`src/sv/irss_pkg.sv`:
```
// Shared types, constants and table lookups for the infrared range sweep scanner.
// No dependencies; imported by ir_range_sweep_scanner.
package irss_pkg;

	localparam int STEP_DEG_DEF    = 5;
	localparam int MAX_SAMPLES_DEF = 32;

	// distance table size and tick period
	localparam int TBL_N   = 14;
	localparam int TICK_MS = 20;

	// divider geometry
	localparam int DIV_NW = 26;
	localparam int DIV_DW = 19;
	localparam int DIV_CW = 5;

	localparam logic [25:0] BEEP_NUM = 26'd40000000;

	// sequencer states
	typedef enum logic [5:0] {
		S_IDLE = 6'b000001,
		S_SRCH = 6'b000010,
		S_DIVC = 6'b000100,
		S_UPD  = 6'b001000,
		S_DIVB = 6'b010000,
		S_FIN  = 6'b100000
	} state_t;

	// table voltage in hundredths of a volt
	function automatic int tbl_v(input logic [3:0] i);
		int r;
		unique case (i)
			4'd0:    r = 250;
			4'd1:    r = 200;
			4'd2:    r = 155;
			4'd3:    r = 125;
			4'd4:    r = 110;
			4'd5:    r = 85;
			4'd6:    r = 80;
			4'd7:    r = 73;
			4'd8:    r = 70;
			4'd9:    r = 65;
			4'd10:   r = 60;
			4'd11:   r = 50;
			4'd12:   r = 45;
			4'd13:   r = 40;
			default: r = 40;
		endcase
		return r;
	endfunction

	// table voltage scaled by the full-scale code
	function automatic logic [20:0] tbl_v4095(input logic [3:0] i);
		return 21'(tbl_v(i) * 4095);
	endfunction

	// twice the segment span below entry i, scaled by the full-scale code
	function automatic logic [18:0] seg_den2(input logic [3:0] i);
		return 19'(2 * (tbl_v(i - 4'd1) - tbl_v(i)) * 4095);
	endfunction

	// 2*cm*den + den for entry i (rounding offset included)
	function automatic logic [25:0] seg_base(input logic [3:0] i);
		int cm;
		int den;
		cm  = 20 + 10 * int'(i);
		den = (tbl_v(i - 4'd1) - tbl_v(i)) * 4095;
		return 26'(2 * cm * den + den);
	endfunction

	function automatic logic [6:0] half_of(input logic [1:0] m);
		logic [6:0] r;
		unique case (m)
			2'd0: r = 7'd60;
			2'd1: r = 7'd30;
			2'd2: r = 7'd20;
			2'd3: r = 7'd15;
		endcase
		return r;
	endfunction

	function automatic logic [5:0] delay_of(input logic [1:0] m);
		logic [5:0] r;
		unique case (m)
			2'd0: r = 6'd40;
			2'd1: r = 6'd38;
			2'd2: r = 6'd37;
			2'd3: r = 6'd36;
		endcase
		return r;
	endfunction

	// servo pulse for a signed angle, clamped to 700..2300
	function automatic logic [11:0] pulse_of(input logic signed [7:0] a);
		logic signed [13:0] ax;
		logic signed [13:0] p;
		ax = 14'(a);
		p  = 14'sd1500 + (ax <<< 3) + (ax <<< 1) + ax;
		if (p < 14'sd700)
			p = 14'sd700;
		if (p > 14'sd2300)
			p = 14'sd2300;
		return p[11:0];
	endfunction

endpackage

```
`src/sv/ir_range_sweep_scanner.sv`:
```
// Infrared range sweep scanner: tick sequencer, table search and shared divider.
// Depends on irss_pkg.
//
//  channel | handshake          | beat contents
//  --------+--------------------+---------------------------------------------
//  in      | in_valid/in_ready  | adc_sample, switch_code
//  out     | out_valid/out_ready| servo_pulse, sample_*, sweep_*, front_cm,
//          |                    | buzzer_period_us, alert
//
// A first or waiting tick goes straight to output. A measuring tick walks the table,
// runs the 26-step restoring divider unless the sample clamps, updates and outputs;
// a sweep end with a front minimum of 20..100 cm reruns it for the beep period.
// in_ready is high only while the sequencer is idle; a finished beat waits in the
// output register while the next tick is taken. arst_n clears all control state.
module ir_range_sweep_scanner #(
	parameter int STEP_DEG    = irss_pkg::STEP_DEG_DEF,
	parameter int MAX_SAMPLES = irss_pkg::MAX_SAMPLES_DEF
) (
	input  logic        clk,
	input  logic        arst_n,
	input  logic        in_valid,
	output logic        in_ready,
	input  logic [11:0] adc_sample,
	input  logic [1:0]  switch_code,
	output logic        out_valid,
	input  logic        out_ready,
	output logic [11:0] servo_pulse,
	output logic        sample_valid,
	output logic signed [6:0] sample_angle,
	output logic [7:0]  sample_cm,
	output logic [4:0]  sample_index,
	output logic        sweep_done,
	output logic [5:0]  sweep_count,
	output logic        sweep_reverse,
	output logic [7:0]  front_cm,
	output logic [20:0] buzzer_period_us,
	output logic        alert
);
	import irss_pkg::*;

	// samples per sweep for each mode
	localparam int NR0 = (2 * 60) / STEP_DEG + 1;
	localparam int NR1 = (2 * 30) / STEP_DEG + 1;
	localparam int NR2 = (2 * 20) / STEP_DEG + 1;
	localparam int NR3 = (2 * 15) / STEP_DEG + 1;
	localparam logic [5:0] N0 = 6'((NR0 > MAX_SAMPLES) ? MAX_SAMPLES : NR0);
	localparam logic [5:0] N1 = 6'((NR1 > MAX_SAMPLES) ? MAX_SAMPLES : NR1);
	localparam logic [5:0] N2 = 6'((NR2 > MAX_SAMPLES) ? MAX_SAMPLES : NR2);
	localparam logic [5:0] N3 = 6'((NR3 > MAX_SAMPLES) ? MAX_SAMPLES : NR3);
	localparam logic signed [7:0] STEP_A = 8'(STEP_DEG);

	state_t state_q;

	// scanner state
	logic              started_q;
	logic              fwd_q;
	logic [5:0]        step_q;
	logic signed [7:0] angle_q;
	logic [7:0]        fmin_q;
	logic [5:0]        tacc_q;
	logic [1:0]        mode_q;
	logic [20:0]       beep_q;

	// per-tick working registers
	logic [20:0] v_q;
	logic [1:0]  sw_q;
	logic [3:0]  idx_q;
	logic [7:0]  cm_q;

	// staged result fields
	logic              st_sv_q;
	logic signed [6:0] st_ang_q;
	logic [7:0]        st_cm_q;
	logic [4:0]        st_idx_q;
	logic              st_sd_q;
	logic [5:0]        st_cnt_q;
	logic              st_rev_q;
	logic [7:0]        st_front_q;
	logic              st_alert_q;

	// shared restoring divider
	logic [DIV_NW-1:0] dnum_q;
	logic [DIV_DW-1:0] dden_q;
	logic [DIV_DW-1:0] drem_q;
	logic [DIV_NW-1:0] dquo_q;
	logic [DIV_CW-1:0] dcnt_q;
	logic [DIV_DW:0]   drem_sh;
	logic              dge;
	logic [DIV_DW:0]   drem_sub;
	logic [DIV_DW-1:0] drem_nx;
	logic [DIV_NW-1:0] dquo_nx;

	logic        in_acc;
	logic        out_free;
	logic [5:0]  tacc_add;
	logic [5:0]  dly;
	logic [5:0]  n_cur;
	logic [20:0] x_seg;
	logic [25:0] cm_num;
	logic [7:0]  fmin_new;
	logic [5:0]  step_nx;
	logic [6:0]  beep_d;
	logic [6:0]  half_sw;

	assign in_ready = (state_q == S_IDLE);
	assign in_acc   = in_valid && in_ready;
	assign out_free = !out_valid || out_ready;

	assign tacc_add = tacc_q + 6'(TICK_MS);
	assign dly      = delay_of(mode_q);
	assign half_sw  = half_of(sw_q);

	always_comb begin
		unique case (mode_q)
			2'd0: n_cur = N0;
			2'd1: n_cur = N1;
			2'd2: n_cur = N2;
			2'd3: n_cur = N3;
		endcase
	end

	// one divider step: shift in the next dividend bit, subtract when it fits
	assign drem_sh  = {drem_q, dnum_q[DIV_NW-1]};
	assign dge      = (drem_sh >= {1'b0, dden_q});
	assign drem_sub = drem_sh - {1'b0, dden_q};
	assign drem_nx  = dge ? drem_sub[DIV_DW-1:0] : drem_sh[DIV_DW-1:0];
	assign dquo_nx  = {dquo_q[DIV_NW-2:0], dge};

	// numerator of the interpolation for the current segment
	assign x_seg  = v_q - tbl_v4095(idx_q);
	assign cm_num = seg_base(idx_q) - ((26'(x_seg) << 4) + (26'(x_seg) << 2));

	// frontal minimum and sweep progress for the measured sample
	assign fmin_new = (angle_q >= -8'sd10 && angle_q <= 8'sd10 && cm_q < fmin_q)
		? cm_q : fmin_q;
	assign step_nx  = step_q + 6'd1;
	assign beep_d   = 7'd120 - fmin_new[6:0];

	// sequencer
	always_ff @(posedge clk or negedge arst_n) begin
		if (!arst_n) begin
			state_q   <= S_IDLE;
			started_q <= 1'b0;
			fwd_q     <= 1'b1;
			step_q    <= '0;
			angle_q   <= '0;
			fmin_q    <= 8'd150;
			tacc_q    <= '0;
			mode_q    <= '0;
			beep_q    <= '0;
		end else begin
			unique case (state_q)
				S_IDLE: begin
					if (in_acc) begin
						if (!started_q) begin
							started_q <= 1'b1;
							mode_q    <= switch_code;
							angle_q   <= fwd_q ? -8'(half_of(switch_code))
								: 8'(half_of(switch_code));
							state_q   <= S_FIN;
						end else if (tacc_add < dly) begin
							tacc_q  <= tacc_add;
							state_q <= S_FIN;
						end else begin
							tacc_q  <= tacc_add - dly;
							state_q <= S_SRCH;
						end
					end
				end
				S_SRCH: begin
					// clamp ends first, then walk the table for the segment
					if (idx_q == 4'd0 && v_q >= tbl_v4095(4'd0)) begin
						state_q <= S_UPD;
					end else if (idx_q == 4'd0 && v_q <= tbl_v4095(4'(TBL_N - 1))) begin
						state_q <= S_UPD;
					end else if (idx_q != 4'd0 && v_q >= tbl_v4095(idx_q)) begin
						state_q <= S_DIVC;
					end
				end
				S_DIVC: begin
					if (dcnt_q == '0)
						state_q <= S_UPD;
				end
				S_UPD: begin
					if (step_nx >= n_cur) begin
						fwd_q   <= !fwd_q;
						step_q  <= '0;
						fmin_q  <= 8'd150;
						mode_q  <= sw_q;
						angle_q <= fwd_q ? 8'(half_sw) : -8'(half_sw);
						if (fmin_new >= 8'd20 && fmin_new <= 8'd100) begin
							state_q <= S_DIVB;
						end else begin
							beep_q  <= '0;
							state_q <= S_FIN;
						end
					end else begin
						fmin_q  <= fmin_new;
						step_q  <= step_nx;
						angle_q <= fwd_q ? angle_q + STEP_A : angle_q - STEP_A;
						state_q <= S_FIN;
					end
				end
				S_DIVB: begin
					if (dcnt_q == '0) begin
						beep_q  <= dquo_nx[20:0];
						state_q <= S_FIN;
					end
				end
				S_FIN: begin
					if (out_free)
						state_q <= S_IDLE;
				end
				default: state_q <= S_IDLE;
			endcase
		end
	end

	// working registers, staged fields and divider datapath
	always_ff @(posedge clk) begin
		if (in_acc) begin
			v_q        <= 21'(adc_sample * 10'd330);
			sw_q       <= switch_code;
			idx_q      <= '0;
			st_sv_q    <= 1'b0;
			st_ang_q   <= '0;
			st_cm_q    <= '0;
			st_idx_q   <= '0;
			st_sd_q    <= 1'b0;
			st_cnt_q   <= '0;
			st_rev_q   <= 1'b0;
			st_front_q <= '0;
			st_alert_q <= 1'b0;
		end
		// table walk and divider load
		if (state_q == S_SRCH) begin
			if (idx_q == 4'd0 && v_q >= tbl_v4095(4'd0)) begin
				cm_q <= 8'd20;
			end else if (idx_q == 4'd0 && v_q <= tbl_v4095(4'(TBL_N - 1))) begin
				cm_q <= 8'd150;
			end else if (idx_q != 4'd0 && v_q >= tbl_v4095(idx_q)) begin
				dnum_q <= cm_num;
				dden_q <= seg_den2(idx_q);
				drem_q <= '0;
				dquo_q <= '0;
				dcnt_q <= DIV_CW'(DIV_NW - 1);
			end else begin
				idx_q <= idx_q + 4'd1;
			end
		end
		// advance the divider
		if (state_q == S_DIVC || state_q == S_DIVB) begin
			drem_q <= drem_nx;
			dquo_q <= dquo_nx;
			dnum_q <= dnum_q << 1;
			dcnt_q <= dcnt_q - 1'b1;
			if (state_q == S_DIVC && dcnt_q == '0)
				cm_q <= dquo_nx[7:0];
		end
		// stage the sample and sweep fields
		if (state_q == S_UPD) begin
			st_sv_q  <= 1'b1;
			st_ang_q <= angle_q[6:0];
			st_cm_q  <= cm_q;
			st_idx_q <= step_q[4:0];
			if (step_nx >= n_cur) begin
				st_sd_q    <= 1'b1;
				st_cnt_q   <= step_nx;
				st_rev_q   <= !fwd_q;
				st_front_q <= fmin_new;
				st_alert_q <= (fmin_new < 8'd30);
				dnum_q     <= BEEP_NUM + 26'(beep_d >> 1);
				dden_q     <= DIV_DW'(beep_d);
				drem_q     <= '0;
				dquo_q     <= '0;
				dcnt_q     <= DIV_CW'(DIV_NW - 1);
			end
		end
	end

	// output register: hold until taken
	always_ff @(posedge clk or negedge arst_n) begin
		if (!arst_n) begin
			out_valid <= 1'b0;
		end else if (state_q == S_FIN && out_free) begin
			out_valid <= 1'b1;
		end else if (out_ready) begin
			out_valid <= 1'b0;
		end
	end

	always_ff @(posedge clk) begin
		if (state_q == S_FIN && out_free) begin
			servo_pulse      <= pulse_of(angle_q);
			sample_valid     <= st_sv_q;
			sample_angle     <= st_ang_q;
			sample_cm        <= st_cm_q;
			sample_index     <= st_idx_q;
			sweep_done       <= st_sd_q;
			sweep_count      <= st_cnt_q;
			sweep_reverse    <= st_rev_q;
			front_cm         <= st_front_q;
			buzzer_period_us <= beep_q;
			alert            <= st_alert_q;
		end
	end

endmodule

```
`config.mk`:
```
export PLATFORM = sky130hd
export DESIGN_NAME = ir_range_sweep_scanner
export DESIGN_NICKNAME = d
export VERILOG_FILES = /design/src/sv/irss_pkg.sv /design/src/sv/ir_range_sweep_scanner.sv
export SDC_FILE = /design/constraint.sdc
export NUM_CORES = 2
export LEC_CHECK = 0
export BUFFER_PORTS_ARGS = -buffer_cell sky130_fd_sc_hd__buf_4
export CAP_MARGIN = 20
export CORE_ASPECT_RATIO = 1.5
export CORE_MARGIN = 1
export CORE_UTILIZATION = 30
export DETAILED_ROUTE_END_ITERATION = 6
export GPL_ROUTABILITY_DRIVEN = 0
export PLACE_DENSITY = 0.52
export SLEW_MARGIN = 15
export SYNTH_ARGS = -nofsm -noshare
export SYNTH_HDL_FRONTEND = slang
export SYNTH_SLANG_ARGS = --single-unit
```
`constraint.sdc`:
```
create_clock -name clk -period 13.95 [get_ports clk]
set_input_delay 1.395 -clock clk [delete_from_list [all_inputs] [get_ports clk]]
set_output_delay 1.395 -clock clk [all_outputs]
set_load 0.1 [all_outputs]
```
==> results.md <==
- The flow ran to the end, and the final reports show no timing, DRC or antenna violations.
- The number of buffers inserted during clock tree synthesis is 31.
- The total number of vias is ~24,000.
- The number of antenna violations at the first check in global routing is 0.
- The met3 wire length is around 1300 um.
- The first global-routing pass estimated ~140,000 um of wire.
- The number of cells on the worst reg-to-reg path is between 60 and 70.
- The slew of the pin with the lowest slew margin is about 1.1 ns.
- The top flip-flop cell by instance count after synthesis is sky130_fd_sc_hd__dfxtp_1.
- Across every metal layer, demand over resource in global routing totals 0.1475.
- The final worst clock skew is roughly 0.024 ns.
- The sequential element share of the synthesized area is 0.2196.
- In this run, distinct cell masters in the synthesized netlist total 84.
- The worst setup path is launched from a register.
- The number of enable flip-flop cells after synthesis is roughly 110.
- Counting every instance in the synthesized netlist gives 3,624.
- On the worst path, the slowest cell contributes a delay of around 0.52 ns.
- The clock period minus worst slack is between 10 and 15 ns.
- During placement, the flow inserted port buffers numbering 90.
- The routed wire length is 82,080 um.
- Static timing analysis puts the maximum clock frequency at 73.66 MHz.
- Setup repair after global routing could not meet its margin everywhere.
- A synthesized cell averages ~9.4 sq um.
- The via count of the first global-routing pass is around 26,000.
- No sink is reached through more buffers than the 3 on the longest clock path.
- After clock tree synthesis, the flow added hold-fix buffers numbering 0.
- The die is around 280 um wide.
- For the worst setup path, the data required time is ~14 ns.
- The clock root buffer is sky130_fd_sc_hd__clkbuf_16.
- The first TritonRoute pass finished after 5 iterations.
- Clock latency on the worst-skew pair, taken at its later pin, is around 0.6 ns.
- TritonCTS built the clock tree.
- The tightest hold path in the finished design has a slack of about 0.42 ns.
- The number of ports placed on the die boundary is slightly above 90.
- The post-synthesis net count is around 4,500.
- Yosys printed 0 warnings.
- The antenna violation net count after detailed routing is 0.
- The worst setup path is captured at a register.
- The highest metal layer carrying signal wires in the routed design is met4.
- The min-delay analysis places its worst path in the category register to register.
- The clock slew seen by the registers of the worst setup and hold paths is around 0.07 ns.
- For this block, the initial DRC count from the detailed router was slightly above 900.
- The relative area change from synthesis to final layout is 14.53%.
- The repair_antennas step left the layout with diodes totalling 0.
- The peak fanout along the critical path is 4.
- The number of H-tree levels is 1.
- The overall die height is roughly 410 um.
- After synthesis, the share of flip-flops with an asynchronous set or reset is 0.2000.
- In this run, synthesis produced a sequential element count of 300.
- The cell with the most instances on the worst path is sky130_fd_sc_hd__fa_1.
- The initial utilization of the core area, before any placement, comes to 0.3036.
- The net count of the finished layout is roughly 4,700.
- Max-cap violations in this run came to 0.
- The fraction of final layout cells with drive strength greater than 1 is 0.1081.
- The critical path is of the register to register type.
- Data on the critical path arrives at its endpoint at roughly 14 ns.
- The core region is 111,700 sq um.
- The floorplan die area is 114,400 sq um.
- The sink count of the clock tree is 300.
- The count of pins over their slew limit is 0.
- For this run, design rule violations remaining after detail routing come to 0.
- After detailed routing, the met2 layer carries approximately 45,000 um of wire.
- The per-cell via count in the routed design is about 4.6.
- After detailed routing, the average wire length per cell comes to approximately 16 um.
- Entering global routing, the biggest net connects 80 pins.
- Counting instances, the worst hold path has a depth of 0.
- In this run the core area contains 150 standard-cell rows.
- The remaining max-slew budget at the tightest pin is 0.2308.
- After synthesis the cells add up to between 30,000 and 40,000 sq um.
- In the finished design, the share of the clock period the worst path needs comes to 0.9732.
- The library cell contributing the largest single delay on the critical path is sky130_fd_sc_hd__fa_1.
- The number of hold-slack violations in the final timing report is 0.
- The final setup violation count is 0.
- The detailed-routing wirelength on met1 is 32,460 um.
- Summed over all layers, the global routing overflow is 0.
- The detailed placer's ending HPWL is between 60,000 and 70,000 um.
[final cells by class]
| cell class | instances | area, sq um |
|---|---|---|
| Fill cell | 11350 | 72840 |
| Multi-Input combinational cell | 2522 | 24080 |
| Sequential cell | 300 | 7453 |
| Inverter | 716 | 2701 |
| Tap cell | 1444 | 1807 |
| Timing Repair Buffer | 224 | 1737 |
| Clock buffer | 41 | 833.3 |
| Clock inverter | 16 | 222.7 |
[Yosys cell counts, types with 77 or more instances]
cell | number | share of area
sky130_fd_sc_hd__xnor2_1 | 122 | 0.032
sky130_fd_sc_hd__fa_1 | 411 | 0.24
sky130_fd_sc_hd__a21oi_1 | 213 | 0.031
sky130_fd_sc_hd__clkbuf_1 | 77 | 0.0085
sky130_fd_sc_hd__nor2_1 | 250 | 0.028
sky130_fd_sc_hd__inv_1 | 714 | 0.079
sky130_fd_sc_hd__edfxtp_1 | 113 | 0.10
sky130_fd_sc_hd__nand3_1 | 77 | 0.011
sky130_fd_sc_hd__dfxtp_1 | 127 | 0.075
sky130_fd_sc_hd__ha_1 | 457 | 0.17
sky130_fd_sc_hd__nand2_1 | 285 | 0.032
sky130_fd_sc_hd__o21ai_0 | 149 | 0.022
[critical path: cells and delay by family (launching register included)]
family	cells	cell delay, ns
compound gates	15	2.42
xor+xnor	13	2.24
fa+ha+maj	17	6.72
buf+inv	10	0.78
flops	1	0.36
mux	2	0.38
simple gates	4	0.60
[cell families (layout without fill, tap and decap cells)]
logic type	after synthesis	in the layout	synth area share
adders and majority gates	868	868	0.4113
and+or+nand+nor	819	819	0.1091
buffers and inverters	802	997	0.08879
AOI/OAI and AO/OA	614	614	0.1109
DFF	300	300	0.2196
xor gates and xnor gates	192	192	0.05126
muxes	29	29	0.009078
[path summary, 6_finish.rpt]
path / startpoint / to / slack (ns)
max in group asynchronous: arst_n / beep_q[15]$_DFFE_PN0P_ / 12.44
setup reg to reg: idx_q[1]$_DFF_P_ / dnum_q[25]$_DFF_P_ / 0.37
setup / recovery: idx_q[1]$_DFF_P_ / dnum_q[25]$_DFF_P_ / 0.37
hold / removal: st_cm_q[1]$_SDFFCE_PN0P_ / sample_cm[1]$_DFFE_PP_ / 0.42
min in group asynchronous: arst_n / angle_q[3]$_DFFE_PN0P_ / 0.89
hold reg to reg: st_cm_q[1]$_SDFFCE_PN0P_ / sample_cm[1]$_DFFE_PP_ / 0.42
[per-layer routing]
layer | track usage | vias up
li1 | - | 12060
met1 | 0.1595 | 11620
met2 | 0.2966 | 299
met3 | 0.007501 | 108
met4 | 0.05683 | 0
met5 | 0 | -
[placed cells by master (no fill, tap or decap), types with 9 or more instances in the layout]
| cell | Yosys | final |
|---|---|---|
| sky130_fd_sc_hd__a211oi_1 | 18 | 16 |
| sky130_fd_sc_hd__a21boi_0 | 9 | 9 |
| sky130_fd_sc_hd__a21o_1 | 67 | 66 |
| sky130_fd_sc_hd__a21oi_1 | 213 | 201 |
| sky130_fd_sc_hd__a21oi_2 | 1 | 13 |
| sky130_fd_sc_hd__and2_1 | 23 | 21 |
| sky130_fd_sc_hd__buf_4 | 0 | 215 |
| sky130_fd_sc_hd__clkbuf_16 | 0 | 31 |
| sky130_fd_sc_hd__dfrtp_1 | 54 | 54 |
| sky130_fd_sc_hd__dfxtp_1 | 127 | 124 |
| sky130_fd_sc_hd__edfxtp_1 | 113 | 113 |
| sky130_fd_sc_hd__fa_1 | 411 | 405 |
| sky130_fd_sc_hd__ha_1 | 457 | 435 |
| sky130_fd_sc_hd__ha_4 | 0 | 18 |
| sky130_fd_sc_hd__inv_1 | 714 | 696 |
| sky130_fd_sc_hd__inv_2 | 1 | 14 |
| sky130_fd_sc_hd__mux2i_1 | 24 | 23 |
| sky130_fd_sc_hd__nand2_1 | 285 | 282 |
| sky130_fd_sc_hd__nand2b_1 | 37 | 36 |
| sky130_fd_sc_hd__nand3_1 | 77 | 77 |
| sky130_fd_sc_hd__nand4_1 | 11 | 11 |
| sky130_fd_sc_hd__nor2_1 | 250 | 248 |
| sky130_fd_sc_hd__nor2b_1 | 38 | 35 |
| sky130_fd_sc_hd__nor3_1 | 35 | 31 |
| sky130_fd_sc_hd__o211ai_1 | 14 | 14 |
| sky130_fd_sc_hd__o21a_1 | 21 | 21 |
| sky130_fd_sc_hd__o21ai_0 | 149 | 146 |
| sky130_fd_sc_hd__o21ai_1 | 11 | 13 |
| sky130_fd_sc_hd__o21bai_1 | 15 | 15 |
| sky130_fd_sc_hd__o22ai_1 | 13 | 13 |
| sky130_fd_sc_hd__xnor2_1 | 122 | 106 |
| sky130_fd_sc_hd__xnor2_2 | 1 | 14 |
| sky130_fd_sc_hd__xor2_1 | 65 | 64 |
[per-stage QoR]
| stage | cells | utilization | TNS [ns] | setup slack (ns) | cell area (sq um) |
|---|---|---|---|---|---|
| floorplan | 3624 | - | 0 | 0.01941 | 34130 |
| global placement | 5175 | 0.3319 | 0 | 0.1842 | 37060 |
| detailed placement | 5176 | 0.3320 | -0.02428 | -0.02428 | 37070 |
| CTS | 5236 | 0.3418 | 0 | 0.04568 | 38170 |
| global route | 5263 | 0.3477 | -0.3771 | -0.3337 | 38830 |
| finish | 5263 | 0.3477 | 0 | 0.3739 | 38830 |
[registers in the layout, summed over array words and instances, names as in the netlist, 6 cells and up, named ones only]
| name | flops |
|---|---|
| dquo_q | 20 |
| st_cnt_q | 6 |
| servo_pulse | 12 |
| cm_q | 8 |
| tacc_q | 6 |
| st_ang_q | 7 |
| st_front_q | 8 |
| sweep_count | 6 |
| st_cm_q | 8 |
| dden_q | 19 |
| dnum_q | 26 |
| front_cm | 8 |
| fmin_q | 8 |
| step_q | 6 |
| buzzer_period_us | 21 |
| sample_cm | 8 |
| angle_q | 8 |
| drem_q | 19 |
| state_q | 6 |
| beep_q | 21 |
| sample_angle | 7 |
| v_q | 20 |
[repair_timing]
action,4_1_cts,5_1_grt
resized for setup,4,93
setup endpoints to repair,1,3
pin swaps,9,86
buffers inserted,3,27
Power is left out: the tool's default activity adds up to more than one toggle a clock period on the data nets, which glitch-free logic cannot reach.
